$ cat src/hdl/iqd_pkg.sv
// Types and constants shared by the IQ sample packet deframer modules.
`default_nettype none

package iqd_pkg;

  localparam logic [7:0]  MAGIC_FIRST  = 8'h44;
  localparam logic [7:0]  MAGIC_SECOND = 8'h41;
  localparam logic [23:0] OFFSET_BIT   = 24'h800000;

  // Position within the datagram header; the payload position covers the rest.
  typedef enum logic [2:0] {
    HP_MAGIC0  = 3'd0,
    HP_MAGIC1  = 3'd1,
    HP_SEQ_HI  = 3'd2,
    HP_SEQ_LO  = 3'd3,
    HP_COUNT   = 3'd4,
    HP_PAYLOAD = 3'd5
  } hpos_t;

  // Byte index within one six-byte sample.
  typedef enum logic [2:0] {
    SB_I0 = 3'd0,
    SB_I1 = 3'd1,
    SB_I2 = 3'd2,
    SB_Q0 = 3'd3,
    SB_Q1 = 3'd4,
    SB_Q2 = 3'd5
  } sbyte_t;

  typedef enum logic [1:0] {
    ST_SAMPLE    = 2'd0,
    ST_BAD_MAGIC = 2'd1,
    ST_SHORT     = 2'd2
  } status_t;

  typedef struct packed {
    logic [7:0] data_byte;
    logic       end_of_datagram;
  } in_item_t;

  typedef struct packed {
    logic signed [23:0] i_sample;
    logic signed [23:0] q_sample;
    logic [15:0]        seq_number;
    logic [7:0]         sample_index;
    logic               last_sample;
    status_t            status;
  } out_item_t;

endpackage

`default_nettype wire

$ cat src/hdl/iqd_parser.sv
// Datagram parser: header state, sample assembly and result formation per byte.
`default_nettype none

module iqd_parser
  import iqd_pkg::*;
(
  input  wire logic      clk,
  input  wire logic      rst,
  input  wire logic      accept,
  input  wire in_item_t  item,
  output logic           res_valid,
  output out_item_t      res
);

  hpos_t       hpos, hpos_next;
  logic        discarding, discarding_next;
  logic [15:0] seq, seq_next;
  logic [7:0]  count, count_next;
  logic [7:0]  done, done_next;
  sbyte_t      sbyte, sbyte_next;
  logic [23:0] i_acc, i_acc_next;
  logic [15:0] q_high, q_high_next;

  always_comb begin
    logic        have_sample;
    logic [23:0] si;
    logic [23:0] sq;
    logic [7:0]  sidx;
    logic        slast;
    logic        bad_magic;
    logic        shortp;
    logic [7:0]  done_inc;

    hpos_next       = hpos;
    discarding_next = discarding;
    seq_next        = seq;
    count_next      = count;
    done_next       = done;
    sbyte_next      = sbyte;
    i_acc_next      = i_acc;
    q_high_next     = q_high;
    have_sample     = 1'b0;
    si              = '0;
    sq              = '0;
    sidx            = '0;
    slast           = 1'b0;
    bad_magic       = 1'b0;
    shortp          = 1'b0;
    done_inc        = done + 8'd1;
    res_valid       = 1'b0;
    res             = '0;

    if (discarding) begin
      if (item.end_of_datagram) begin
        hpos_next       = HP_MAGIC0;
        discarding_next = 1'b0;
        sbyte_next      = SB_I0;
      end
    end else begin
      unique case (hpos)
        HP_MAGIC0: begin
          if (item.data_byte != MAGIC_FIRST) bad_magic = 1'b1;
          else hpos_next = HP_MAGIC1;
        end
        HP_MAGIC1: begin
          if (item.data_byte != MAGIC_SECOND) bad_magic = 1'b1;
          else hpos_next = HP_SEQ_HI;
        end
        HP_SEQ_HI: begin
          seq_next  = {item.data_byte, seq[7:0]};
          hpos_next = HP_SEQ_LO;
        end
        HP_SEQ_LO: begin
          seq_next  = {seq[15:8], item.data_byte};
          hpos_next = HP_COUNT;
        end
        HP_COUNT: begin
          count_next = item.data_byte;
          done_next  = '0;
          sbyte_next = SB_I0;
          hpos_next  = HP_PAYLOAD;
        end
        default: begin
          // Bytes past the announced count fall through untouched.
          if (done < count) begin
            unique case (sbyte)
              SB_I0, SB_I1, SB_I2: begin
                i_acc_next = {i_acc[15:0], item.data_byte};
                sbyte_next = sbyte_t'(sbyte + 3'd1);
              end
              SB_Q0, SB_Q1: begin
                q_high_next = {q_high[7:0], item.data_byte};
                sbyte_next  = sbyte_t'(sbyte + 3'd1);
              end
              default: begin
                si          = i_acc ^ OFFSET_BIT;
                sq          = {q_high, item.data_byte} ^ OFFSET_BIT;
                sidx        = done;
                slast       = (done_inc == count);
                done_next   = done_inc;
                sbyte_next  = SB_I0;
                have_sample = 1'b1;
              end
            endcase
          end
        end
      endcase

      if (bad_magic) begin
        res_valid  = 1'b1;
        res.status = ST_BAD_MAGIC;
        if (item.end_of_datagram) begin
          hpos_next  = HP_MAGIC0;
          sbyte_next = SB_I0;
        end else begin
          discarding_next = 1'b1;
        end
      end else begin
        if (item.end_of_datagram) begin
          shortp     = (hpos_next != HP_PAYLOAD) || (done_next < count_next);
          hpos_next  = HP_MAGIC0;
          sbyte_next = SB_I0;
        end
        if (shortp) begin
          res_valid          = 1'b1;
          res.status         = ST_SHORT;
          res.seq_number     = seq_next;
          res.i_sample       = si;
          res.q_sample       = sq;
          res.sample_index   = have_sample ? sidx : done_next;
          res.last_sample    = 1'b0;
        end else if (have_sample) begin
          res_valid          = 1'b1;
          res.status         = ST_SAMPLE;
          res.seq_number     = seq_next;
          res.i_sample       = si;
          res.q_sample       = sq;
          res.sample_index   = sidx;
          res.last_sample    = slast;
        end
      end
    end
  end

  always_ff @(posedge clk) begin
    if (rst) begin
      hpos       <= HP_MAGIC0;
      discarding <= 1'b0;
      seq        <= '0;
      count      <= '0;
      done       <= '0;
      sbyte      <= SB_I0;
      i_acc      <= '0;
      q_high     <= '0;
    end else if (accept) begin
      hpos       <= hpos_next;
      discarding <= discarding_next;
      seq        <= seq_next;
      count      <= count_next;
      done       <= done_next;
      sbyte      <= sbyte_next;
      i_acc      <= i_acc_next;
      q_high     <= q_high_next;
    end
  end

endmodule

`default_nettype wire

$ cat src/hdl/iq_sample_packet_deframer.sv
// Top level of the IQ sample packet deframer: parser and registered result stage.
//
//   channel | handshake            | payload
//   --------+----------------------+-----------------------------------------
//   in      | in_valid / in_stall  | in_item  (data_byte, end_of_datagram)
//   out     | out_valid / out_stall| out_item (I, Q, sequence, index, status)
//
// One byte is taken per clock; its result, if any, is in the output register
// on the next cycle. The per-byte parse and the output register set that rate.
// Reset clears the header state, so the first byte after it is taken as 'D'.
// The input stalls only while a result waits in the output register and the
// output is stalled; bytes keep flowing whenever that register can be emptied.
`default_nettype none

module iq_sample_packet_deframer
  import iqd_pkg::*;
(
  input  wire logic      clk,
  input  wire logic      rst,
  input  wire logic      in_valid,
  output logic           in_stall,
  input  wire in_item_t  in_item,
  output logic           out_valid,
  input  wire logic      out_stall,
  output out_item_t      out_item
);

  logic      accept;
  logic      load_en;
  logic      res_valid;
  out_item_t res;

  assign load_en  = !out_valid || !out_stall;
  assign in_stall = !load_en;
  assign accept   = in_valid && load_en;

  iqd_parser u_parser (
    .clk       (clk),
    .rst       (rst),
    .accept    (accept),
    .item      (in_item),
    .res_valid (res_valid),
    .res       (res)
  );

  always_ff @(posedge clk) begin
    if (rst) begin
      out_valid <= 1'b0;
    end else if (load_en) begin
      out_valid <= accept && res_valid;
    end
  end

  always_ff @(posedge clk) begin
    if (load_en && accept && res_valid) begin
      out_item <= res;
    end
  end

`ifndef SYNTHESIS
  // A byte that yields a result must appear at the output on the next cycle.
  a_result_lands: assert property (@(posedge clk) disable iff (rst)
    (accept && res_valid) |=> out_valid)
    else $error("result of an accepted byte was lost");

  a_bad_magic_zero: assert property (@(posedge clk) disable iff (rst)
    (out_valid && out_item.status == ST_BAD_MAGIC) |->
      (out_item.i_sample == '0 && out_item.q_sample == '0 &&
       out_item.seq_number == '0 && out_item.sample_index == '0 &&
       !out_item.last_sample))
    else $error("bad magic result carries nonzero fields");

  a_last_is_sample: assert property (@(posedge clk) disable iff (rst)
    (out_valid && out_item.last_sample) |-> (out_item.status == ST_SAMPLE))
    else $error("last sample flag set on an error result");
`endif

endmodule

`default_nettype wire
$ cat config.mk
export PLATFORM = sky130hd
export DESIGN_NAME = iq_sample_packet_deframer
export DESIGN_NICKNAME = d
export VERILOG_FILES = /design/src/hdl/iqd_pkg.sv /design/src/hdl/iqd_parser.sv /design/src/hdl/iq_sample_packet_deframer.sv
export SDC_FILE = /design/constraint.sdc
export NUM_CORES = 1
export LEC_CHECK = 0
export BUFFER_PORTS_ARGS = -buffer_cell sky130_fd_sc_hd__buf_4
export CAP_MARGIN = 10
export CELL_PAD_IN_SITES_DETAIL_PLACEMENT = 0
export CELL_PAD_IN_SITES_GLOBAL_PLACEMENT = 2
export CORE_ASPECT_RATIO = 2
export CORE_MARGIN = 1
export CORE_UTILIZATION = 42
export CTS_BUF_LIST = sky130_fd_sc_hd__clkbuf_2
export CTS_CLUSTER_DIAMETER = 80
export DETAILED_ROUTE_END_ITERATION = 10
export GPL_TIMING_DRIVEN = 0
export PLACE_DENSITY_LB_ADDON = 0.1
export SYNTH_ARGS = -nofsm -noshare
export SYNTH_HDL_FRONTEND = slang
export SYNTH_SLANG_ARGS = --single-unit
$ cat constraint.sdc
create_clock -name clk -period 16.2 [get_ports clk]
set_clock_uncertainty 0.1 [all_clocks]
set_input_delay 4.86 -clock clk [delete_from_list [all_inputs] [get_ports clk]]
set_output_delay 4.86 -clock clk [all_outputs]
set_load 0.01 [all_outputs]
==> results of run 1 <==
## registers in the layout, summed over array words and instances, names as in the netlist
register and count:
out_item 75, out_valid 1, u_parser.count 8, u_parser.discarding 1, u_parser.done 8, u_parser.hpos 3
u_parser.i_acc 24, u_parser.q_high 16, u_parser.sbyte 3, u_parser.seq 16
## power by group
part | internal [mW] | total (mW) | switching [mW]
Combinational | 0.0286 | 0.0776 | 0.0491
Clock | 0.118 | 0.264 | 0.146
Sequential | 0.425 | 0.431 | 0.00574
## synthesized netlist by cell type, types with 2 or more instances
master	instances	area, um^2
dfxtp_1	80	1602
nor2_1	76	285.3
edfxtp_1	75	2252
a21oi_1	58	290.3
nand2_1	52	195.2
and3_1	51	319.1
mux2i_1	43	430.4
clkbuf_1	32	120.1
inv_1	23	86.33
ha_1	22	275.3
o21ai_0	22	110.1
a211oi_1	20	150.1
buf_2	18	90.09
nand2b_1	13	81.33
o211ai_1	13	97.59
a31oi_1	10	62.56
nor3_1	9	45.04
mux2_2	8	90.09
and2_1	6	37.54
nand3_1	6	30.03
nand4_1	5	31.28
nor4_1	5	31.28
o21a_1	5	37.54
xnor2_1	5	43.79
or4_1	4	30.03
buf_4	3	22.52
buf_6	3	33.78
nor2b_1	3	18.77
o21ai_1	3	15.01
o31ai_1	3	22.52
xor2_1	3	26.28
a2111oi_0	2	17.52
a211o_1	2	17.52
a21o_1	2	15.01
a311oi_1	2	17.52
nand3b_1	2	15.01
nand4b_1	2	17.52
## through the flow
stage / util / cells / area [um^2] / worst slack, ps
finish: 0.4988 / 1042 / 8573 / 5929
global route: 0.4988 / 1042 / 8573 / 5907
CTS: 0.4987 / 1041 / 8571 / 5927
detailed placement: 0.4809 / 1009 / 8264 / 5930
global placement: 0.4777 / 1007 / 8209 / 2818
floorplan: - / 715 / 7331 / 5007
## worst min-delay path: stages, from the launching register on
cell and delay, ps:
dfxtp_1 360, nand2_1 50, a21oi_1 50
## final timing paths
| path | from | endpoint | slack [ps] | depth (start not counted) |
|---|---|---|---|---|
| worst max-delay path | out_stall | in_stall | 5930 | 3 |
| worst min-delay path | u_parser.seq[14] | u_parser.seq[14] | 370 | 2 |
| worst max register to register | u_parser.sbyte[0] | out_item[19] | 10010 | 18 |
| worst min register to register | u_parser.seq[14] | u_parser.seq[14] | 370 | 2 |
## area by class of cell
cell class,instances,area (um^2),share of cell area
Sequential cell,155,3854,0.4495
Multi-Input combinational cell,480,3136,0.3657
Timing Repair Buffer,84,655.6,0.07647
Buffer,56,266.5,0.03109
Tap cell,210,262.8,0.03065
Clock inverter,14,216.5,0.02525
Clock buffer,18,90.09,0.01051
Inverter,24,90.09,0.01051
Antenna cell,1,2.502,0.0002919
## cells by family after synthesis
group,count (synthesis),share of synthesized area
AOI/OAI and AO/OA,157,0.1403
xor gates and xnor gates,8,0.009558
adders and majority gates,22,0.03755
buffers and inverters,80,0.04864
DFF,155,0.5257
muxes,51,0.07100
and+or+nand+nor,242,0.1673
## metal layers
layer,global-route usage,routed length [um]
met5,0,0
met4,0.1527,1325
met3,0.03834,883
met2,0.4602,11700
met1,0.2299,7042
## layout by cell type (no fill, tap or decap), types with 4 or more instances in the layout
master	synthesis	layout
nand2_1	52	52
or4_1	4	4
mux2i_1	43	43
a211oi_1	20	20
a21oi_1	58	58
dfxtp_1	80	80
clkbuf_1	32	32
inv_1	23	23
buf_2	18	18
xnor2_1	5	5
a31oi_1	10	9
o21ai_0	22	22
ha_1	22	22
clkbuf_2	0	18
edfxtp_1	75	75
nor2_1	76	76
nand2b_1	13	13
buf_4	3	85
mux2_2	8	8
o211ai_1	13	13
nor3_1	9	9
o21a_1	5	5
nand3_1	6	6
nand4_1	5	5
and2_1	6	6
bufinv_16	0	5
nor4_1	5	5
and3_1	51	51
==> summary.md, run 1 <==
| Metric | Value |
|---|---|
| CTS Sinks | `155` |
| Syn nets | `750` |
| CORE AREA | `0.01719 mm^2` |
| Die area | `0.01802 mm^2` |
| Synth Area per Inst | `10.25 um^2` |
| Die Wd | `95.42 um` |
| Worst setup SP type | `input port` |
| Least-Margin Pin Slew | `1235 ps` |
| Buffers on Ports | `82` |
| Total GRT Usage | `0.2425` |
| Largest incremental delay on the critical path | `180 ps` |
| Slew margin rel. | `0.1683` |
| CP Buf/Inv Count | `2` |
| Main synth FF type | `dfxtp_1` |
| Sequential fraction of the synthesis area | `0.5257` |
| H-Tree Depth | `4` |
| Initial drt markers | `233` |
| Final ANT Viol Nets | `0` |
| Flops & latches, synth | `155` |
| Final wirelength | `20.95 mm` |
| Post-Synthesis Cells | `715` |
| TNS Setup | `0 ps` |
| Initial antenna violation count | `1` |
| CTS tree | `built` |
| First-pass GRT wire length | `31.77 mm` |
| Share of cells above drive strength 1 | `0.1913` |
| # IOs | `90` |
| DR vias | `5,865` |
| Final Setup Violations | `0` |
| Unrepaired setup endpoints after global routing | `no` |
| Post-synth ARST share | `0` |
| Mean routed wirelength per cell | `20.10 um` |
| Mapped Area | `0.007331 mm^2` |
| Fillers | `1,647` |
| Drc violations | `0` |
| Kind of critical path | `input port to output port` |
| Most common cell on crit path | `buf_4` |
| Power per cell area | `90.13 mW/mm^2` |
| Grt total ovfl | `0` |
| Setup Buffers After CTS | `0` |
| Via density | `5.629` |
| Run status | `finished, final reports clean` |
| Post-detail-place hpwl | `16.02 mm` |
| Max Fanout on Critical Path | `3` |
| Final count of hold timing violations | `0` |
| Worst hold path type | `flip-flop to flip-flop` |
| Layout net count | `853` |
| Worst setup EP type | `output port` |
| Die H | `188.8 um` |
| Layout area overhead | `16.95%` |
| CP Cell Sequence | `buf_4 -> and2_1 -> buf_4` |
| CTS clk-pin slew, worst paths | `220 ps` |
| Worst skew pair latency | `750 ps` |
| Min Hold Slack | `368.8 ps` |
| Critical Path AT | `5310 ps` |
| CP max stage cell | `and2_1` |
| Vias in the first global route | `5,839` |
| Lkg Pwr | `3.502 nW` |
| Achievable Freq | `97.36 MHz` |
| Top delay family on crit path | `buffers and inverters` |
| Maxcap violations | `0` |
| Final period utilization | `0.6340` |
| Starting Density | `0.4265` |
| # rows | `68` |
| Max Slew Vio Count | `0` |
| GP Congestion | `0.9347` |
| First-pass DRT Iterations | `5` |
| Hold Buf Count CTS | `0` |
| Period minus WS final | `10,270 ps` |
| Required time of the worst setup path | `11,240 ps` |
| Synth unique cells | `61` |
| Peak supply drop | `0.00003929 V` |
| Total power | `772.7 uW` |
| CTS root buffer | `clkbuf_2` |
| Yosys warns | `0` |
| Pin count of the biggest net entering global routing | `33` |
| CTS buffer count | `17` |
| Max Buffers Root-to-Sink | `2` |
| Number of synthesized flops with an enable pin | `75` |
| Resized Gates After CTS | `0` |
No activity file was read; power rests on OpenSTA's default activity.
==> run 2: changes to the inputs <==
Settings changed: CORE_UTILIZATION 42 to 39.
Clock period 16.2 ns to 9.8 ns, I/O delays scaled along.
==> summary.md, run 2 (same netlist as run 1, synthesis figures left out) <==
| Metric | Value |
|---|---|
| # IOs | `90 (unchanged)` |
| Setup WS post-layout | `3372 ps (was 5929 ps)` |
| Pin count of the biggest net entering global routing | `33 (unchanged)` |
| Largest incremental delay on the critical path | `180 ps (about the same)` |
| First-pass GRT wire length | `33.04 mm (was 31.77 mm)` |
| Critical Path AT | `3390 ps (was 5310 ps)` |
| Layout net count | `853 (unchanged)` |
| Drc violations | `0 (unchanged)` |
| CTS clk-pin slew, worst paths | `200 ps (was 220 ps)` |
| Worst hold path type | `flip-flop to flip-flop (unchanged)` |
| Sw Ratio | `0.2694 (was 0.2594)` |
| Share of cells above drive strength 1 | `0.1925 (was 0.1913)` |
| Die Wd | `98.95 um (was 95.42 um)` |
| Total GRT Usage | `0.2336 (was 0.2425)` |
| Top Registers | `out_item (75), u_parser.i_acc (24) (unchanged)` |
| First-pass DRT Iterations | `5 (unchanged)` |
| Maxcap violations | `0 (unchanged)` |
| Achievable Freq | `155.6 MHz` |
| Gate power share | `0.106 (was 0.100)` |
| Top delay family on crit path | `buffers and inverters (unchanged)` |
| H-Tree Depth | `4 (unchanged)` |
| Kind of critical path | `input port to output port (unchanged)` |
| Resized Gates After CTS | `0 (unchanged)` |
| Most flop-heavy register | `out_item (unchanged)` |
| Fin cells | `1,048 (was 1,042)` |
| Via density | `5.430 (was 5.629)` |
| GP Congestion | `0.9079 (was 0.9347)` |
| CTS buffer count | `17 (unchanged)` |
| Required time of the worst setup path | `6760 ps (was 11,240 ps)` |
| CP Buf/Inv Count | `2 (unchanged)` |
| Worst setup SP type | `input port (unchanged)` |
| Starting Density | `0.4005 (was 0.4265)` |
| Mean routed wirelength per cell | `20.55 um (was 20.10 um)` |
| Final wirelength | `21.54 mm (was 20.95 mm)` |
| Area occupied by multi-input gates | `0.003136 mm^2 (unchanged)` |
| Max Buffers Root-to-Sink | `2 (unchanged)` |
| Period minus WS final | `6428 ps` |
| Hold Buf Count CTS | `0 (unchanged)` |
| Final ANT Viol Nets | `0 (unchanged)` |
| Area after DPL | `0.008279 mm^2 (was 0.008264 mm^2)` |
| Final Setup Violations | `0 (unchanged)` |
| Post-detail-place hpwl | `16.70 mm (was 16.02 mm)` |
| Commonest cells after routing, fill and taps aside | `buf_4 (85), dfxtp_1 (80), nor2_1 (76), edfxtp_1 (75), a21oi_1 (58) (unchanged)` |
| Peak supply drop | `0.00008390 V (was 0.00003929 V)` |
| Die area | `0.01938 mm^2 (was 0.01802 mm^2)` |
| CP max stage cell | `and2_1 (unchanged)` |
| Max Slew Vio Count | `0 (unchanged)` |
| Worst skew pair latency | `760 ps (was 750 ps)` |
| Clock power share | `0.314 (was 0.342)` |
| Die H | `195.9 um (was 188.8 um)` |
| Grt total ovfl | `0 (unchanged)` |
| Most common cell on crit path | `buf_4 (unchanged)` |
| Commonest non-fill, non-tap cell in the layout | `buf_4 (unchanged)` |
| CP Cell Sequence | `buf_4 -> and2_1 -> buf_4 (unchanged)` |
| Max Fanout on Critical Path | `3 (unchanged)` |
| CTS Sinks | `155 (unchanged)` |
| Lkg Pwr | `3.492 nW (was 3.502 nW)` |
| Worst slack at placement | `2951 ps (was 5930 ps)` |
| Unrepaired setup endpoints after global routing | `no (unchanged)` |
| # rows | `70 (was 68)` |
| Total power | `1.229 mW (was 772.7 uW)` |
| CTS root buffer | `clkbuf_2 (unchanged)` |
| Setup Buffers After CTS | `0 (unchanged)` |
| Pint | `898.0 uW (was 572.3 uW)` |
| Final count of hold timing violations | `0 (unchanged)` |
| Reg area | `0.003854 mm^2 (unchanged)` |
| Buffers on Ports | `82 (unchanged)` |
| Fillers | `1,788 (was 1,647)` |
| Final period utilization | `0.6560` |
| DR vias | `5,691 (was 5,865)` |
| Layout area overhead | `16.50% (was 16.95%)` |
| Power per cell area | `143.9 mW/mm^2 (was 90.13 mW/mm^2)` |
| Max reg flops | `75 (unchanged)` |
| Slew margin rel. | `0.1957 (was 0.1683)` |
| Run status | `finished, final reports clean (unchanged)` |
| Final std cell area, no fill | `0.008541 mm^2 (was 0.008573 mm^2)` |
| Sequential power share | `0.580 (was 0.558)` |
| Least-Margin Pin Slew | `1194 ps (was 1235 ps)` |
| Initial antenna violation count | `1 (unchanged)` |
| Initial drt markers | `198 (was 233)` |
| CORE AREA | `0.01831 mm^2 (was 0.01719 mm^2)` |
| Net switching power | `331.1 uW (was 200.4 uW)` |
| Vias in the first global route | `5,902 (was 5,839)` |
| Worst setup EP type | `output port (unchanged)` |
| CTS tree | `built (unchanged)` |
| Placed cell count | `1,015 (was 1,009)` |
==> run 2: cell types whose count changed in the layout (fill, tap and decap cells not counted) <==
cell,delta
bufinv_16,-2
clkinv_2,+2
buf_12,-1
buf_16,+1
clkbuf_2,+1
clkinv_1,-1
clkinvlp_4,-1
inv_6,+1
==> run 2: power groups by stage <==
stage               clock network, mW  logic, mW  registers, mW
global route                    0.419      0.140          0.716
finish                          0.386      0.130          0.713
global placement                    0      0.126          0.732
floorplan                           0     0.0557          0.739
detailed placement                  0      0.132          0.727
CTS                             0.396      0.133          0.713
==> run 2: layer usage <==
metal,up-vias,share of wire,GRT usage
li1,2800,-,-
met1,2711,0.34,0.2110
met2,135,0.58,0.4760
met3,45,0.025,0.03171
met4,0,0.047,0.1327
met5,-,0,0
==> run 2: final timing paths <==
check / startpoint / depth (start not counted) / slack, ps / end
min: u_parser.seq[13] / 2 / 370 / u_parser.seq[13]
max: out_stall / 3 / 3370 / in_stall
min reg2reg: u_parser.seq[13] / 2 / 370 / u_parser.seq[13]
max reg2reg: u_parser.sbyte[0] / 17 / 3710 / out_item[23]
==> run 2: tightest hold or removal path: stages (launching register included) <==
cell and delay [ps]:
dfxtp_1 350, nand2_1 50, a21oi_1 50
==> run 2: through the flow <==
step / TNS, ps / util / hold WS (ps)
floorplan: 0 / - / 333.8
global placement: -151040 / 0.4489 / 341.0
detailed placement: 0 / 0.4523 / 347.1
global route: 0 / 0.4666 / 394.5
finish: 0 / 0.4666 / 368.2
CTS: 0 / 0.4664 / 370.2
==> run 2: cell type report <==
class	count	area share
buffer	56	0.03120
clock buffer	19	0.01113
tap	216	0.03164
antenna	1	0.0002930
inverter	24	0.01055
sequential	155	0.4512
clock inverter	13	0.01919
timing repair buffer	84	0.07764
multi-input combinational	480	0.3671
